`src/design/mfde_store.sv`:
```
// ----------------------------------------------------------------------------
// mfde_store
// Frame store RAM: one write port, one read port, registered read data.
// ----------------------------------------------------------------------------
`default_nettype none

module mfde_store #(
  parameter int DEPTH = 512,
  parameter int AW    = 9
) (
  input  wire logic          clk,
  input  wire logic          we,
  input  wire logic [AW-1:0] waddr,
  input  wire logic [7:0]    wdata,
  input  wire logic [AW-1:0] raddr,
  output logic      [7:0]    rdata
);

  logic [7:0] mem [DEPTH];

  always_ff @(posedge clk) begin
    if (we) begin
      mem[waddr] <= wdata;
    end
  end

  always_ff @(posedge clk) begin
    rdata <= mem[raddr];
  end

endmodule

`default_nettype wire

```
`config.mk`:
```
export PLATFORM = sky130hd
export DESIGN_NAME = mfde_store
export DESIGN_NICKNAME = d
export VERILOG_FILES = /design/src/design/mfde_store.sv
export SDC_FILE = /design/constraint.sdc
export NUM_CORES = 2
export LEC_CHECK = 0
export BUFFER_PORTS_ARGS = -buffer_cell sky130_fd_sc_hd__buf_2
export CAP_MARGIN = 20
export CORE_AREA = 2 2 569 571
export CTS_CLUSTER_DIAMETER = 120
export DETAILED_ROUTE_END_ITERATION = 8
export DIE_AREA = 0 0 571 573
export HOLD_SLACK_MARGIN = 0.08
export PLACE_DENSITY = 0.66
export SYNTH_ARGS = -nofsm -noshare
export SYNTH_HDL_FRONTEND = slang
export SYNTH_SLANG_ARGS = --single-unit
```
`constraint.sdc`:
```
create_clock -name clk -period 5.55 [get_ports clk]
set_clock_uncertainty 0.2 [all_clocks]
set_input_delay 0.8325 -clock clk [delete_from_list [all_inputs] [get_ports clk]]
set_output_delay 0.8325 -clock clk [all_outputs]
set_load 0.01 [all_outputs]
```
==> impl_metrics.yaml <==
status:
  status: "completed"
yosys:
  yosys.cell_types.count: 51
  syn_area_um2: 160000
  synthFlopType: "edfxtp_1"
  synth_enable_flop_cells: 4096
  syn_nets: 8058
  netlist.top_cell.by_area: "edfxtp_1"
  synth-seq-cells: 4104
  synthTopCellsByArea: "edfxtp_1 77%, mux4_2 9.2%, mux2i_1 5.0%"
  yosysWarningCount: 0
  syn_inst: 8030
  syn_avg_cell_area_um2: 19.9
  synth_top_family_by_area: "multiplexers"
  synthXorXnorAreaFrac_pct: 0
  synthSimpleGateAreaFrac_pct: 2.63
  synthMuxAreaShare_pct: 14.2
  synth-async-reset-ratio_pct: 0
  synth_compound_area_share_pct: 4.31
  synth_top_area_share_pct: 76.9
  synthAdderAreaFrac_pct: 0
  ys_seq_area_share_pct: 77.0
critical_path:
  arrival_ns: 5.06
  worstPathMaxFanout: 65
  crit_path_frequent_cell: "buf_4"
  critical_path.top_delay_family: "simple AND/OR/NAND/NOR gates"
  crit_chain: "buf_12 > buf_4 > buf_12 > mux2i_1 > o221ai_1 > a21oi_1 > nor4_1 > buf_4 > nand4_1 > nor4_1 > buf_4 > o2111a_1"
  required_ns: 6.25
  cp-start-kind: "input pin"
  cp_slowest_cell: "nor4_1"
  startpoint: "raddr[0]"
  r2r_start: "mem[57][2]"
  endpoint_kind: "flop"
  critPathBufInv: 5
  path_class: "input pin to flop"
  max_stage_delay_ns: 0.90
clock_tree:
  htreeDepth: 5
  insertion_delay_ns: 0.98
  cts_setup_buffers: 0
  clk_pin_slew_ns: 0.06
  cts_root_buf: "clkbuf_16"
  cts_buffers: 402
  post_cts_resized: 0
  cts_sinks: 4104
  cts_buffer_depth: 4
  cts_tree: "done"
floorplan:
  die_y_um: 573
  die_x_um: 571
  die_area_um2: 327000
  io_pins: 36
  core_um2: 320000
  initial_utilization_pct: 49.9
  rows: 208
sta:
  final.min_clock_period_ns: 4.35
  setup_viol_count_final: 0
  maxSlewViolCount: 0
  max_freq_mhz: 230
  finalCritPeriodShare_pct: 78.4
  slew_headroom_pct: 22.7
  final-hold-violation-count: 0
  setup_tns_ns: 0
  worst_slew_pin_slew_ns: 1.16
  rsz0062_at_grt: "no"
drt:
  first_iter_violations: 10983
  vias_per_cell: 6.37
  dr_total_vias: 81786
  ant_nets: 0
  finalWirelength_um: 406000
  drc: 0
  post_drt_wl_per_cell_um: 31.6
  first_pass_iters: 6
placed_design:
  place_area_um2: 165000
  dp_hpwl_um: 246000
  numPortBuffers: 35
  place.gp.congestion: 0.915
power:
  p_seq_share_pct: 53.2
  p_per_area_nw_per_um2: 360
  netSwitchingFraction_pct: 21.5
  ir_worst_vdd_uv: 277
  power_frac_comb_pct: 4.8
  p_sw_mw: 13.8
  p_clk_share_pct: 42.0
  internal_power_mw: 50.4
  p_leak_nw: 56.1
  finalPower_mw: 64.3
finish:
  design_area_um2: 178000
  drive_gt1_share_pct: 17.9
  final_nets: 8218
  seq_area_um2: 123000
  syn2layout_area_growth_pct: 11.5
  nFillCells: 23546
  post-route-util_pct: 55.7
  multi_input_area_um2: 34000
grt:
  antenna_found_initial: 19
  grt_pass1_vias: 80654
  overflow: 0
  grt_pass1_wl_um: 583000
  grt_use_total_pct: 24.5
  grt_max_degree: 193
hold_path:
  hold_start: "wdata[6]"
  hold_class: "input pin to flop"
job:
  max-cap-violations: 0
stage by stage:
stage | setup slack [ns] | instances | hold WS [ns]
after detailed placement | 0.400 | 12089 | 0.990
after global placement | 0.414 | 12082 | 0.983
after CTS | 1.39 | 12824 | 0.111
after floorplan | 2.55 | 8030 | 0.731
after global routing | 1.23 | 12827 | 0.143
final | 1.20 | 12833 | 0.149
synth_stat cells, types with 4 or more instances:
cell type,instances
edfxtp_1,4096
mux2i_1,797
mux4_2,654
nor2_1,597
o221ai_1,371
clkbuf_1,265
a21oi_1,194
o22ai_1,163
o21ai_0,118
nand2_1,111
nor3_1,109
buf_4,70
buf_6,64
a22oi_1,61
buf_2,57
buf_1,41
nand3_1,36
nor4_1,36
nand4_1,32
and2_1,20
a211oi_1,17
o31ai_1,13
buf_8,11
dfxtp_1,8
nor3b_1,8
o2111a_1,8
o41ai_1,7
nor2b_1,6
or3_1,6
a22o_1,5
buf_12,5
o311ai_0,5
and3_1,4
and3b_1,4
nand2b_1,4
or2_2,4
metal layers:
| metal | global-route usage (%) | up-vias | routed length, µm |
|---|---|---|---|
| li1 | - | 33798 | - |
| met1 | 35.5 | 43086 | 164000 |
| met2 | 37.9 | 4212 | 190000 |
| met3 | 4.71 | 686 | 37500 |
| met4 | 7.68 | 4 | 13400 |
| met5 | 0 | - | 34 |
cells by family (layout without fill, tap and decap cells):
group / count (synthesis) / count (layout)
flip-flops: 4104 / 4104
other: 0 / 8
AND/OR/NAND/NOR: 980 / 980
buffers and inverters: 516 / 1006
multiplexers: 1451 / 1451
AO/OA/AOI/OAI: 979 / 979
power groups by stage:
stage                     logic [mW]  clock network (mW)  registers [mW]
after CTS                       3.07                27.3            34.2
after floorplan                 1.62                   0            34.8
after global placement          3.01                   0            34.8
after global routing            3.22                28.5            34.2
final                           3.08                27.0            34.2
after detailed placement        3.06                   0            34.8
sequential cells by signal, indices dropped and copies added, names as in the netlist:
signal  count
rdata       8
mem      4096
cells in the final DEF, fill, tap and decap left out, types with 19 or more instances in the layout:
cell type	Yosys	layout
nand3_1	36	32
nor3_1	109	108
nand2_1	111	97
and2_1	20	19
edfxtp_1	4096	4096
mux2i_1	797	797
clkbuf_1	265	71
o21ai_0	118	118
o22ai_1	163	163
a21oi_1	194	194
buf_12	5	57
clkinv_1	0	97
buf_4	70	171
o221ai_1	371	371
nand4_1	32	32
mux4_2	654	654
clkinv_2	0	66
a22oi_1	61	61
nor4_1	36	36
clkbuf_16	0	403
bufinv_16	0	41
buf_2	57	26
nor2_1	597	595
timing repair:
| action | in CTS | in global routing |
|---|---|---|
| hold buffers | 1 | 0 |
| setup endpoints to repair | 0 | 0 |
| hold endpoints to repair | 3 | 0 |
final timing paths:
path	to	slack [ns]	depth (start not counted)
max	rdata[2]	1.20	12
min	mem[115][6]	0.15	1
max reg2reg	rdata[2]	2.00	9
min reg2reg	rdata[0]	1.02	6
cell type report:
cell class | instances | share of cell area (%)
Antenna cell | 8 | 0.0112
Clock buffer | 474 | 5.80
Clock inverter | 260 | 1.49
Inverter | 3 | 0.0105
Multi-Input combinational cell | 3410 | 19.1
Sequential cell | 4104 | 69.1
Tap cell | 4305 | 3.02
Timing Repair Buffer | 269 | 1.54
worst reg2reg max path, delay by kind of cell (launching register included):
| kind | cells | cell delay (ns) |
|---|---|---|
| AND/OR/NAND/NOR | 3 | 1.54 |
| AO/OA/AOI/OAI | 3 | 0.89 |
| buffers and inverters | 2 | 0.45 |
| flip-flops | 1 | 0.32 |
| multiplexers | 1 | 0.08 |
(Power assumes the default switching activity.)
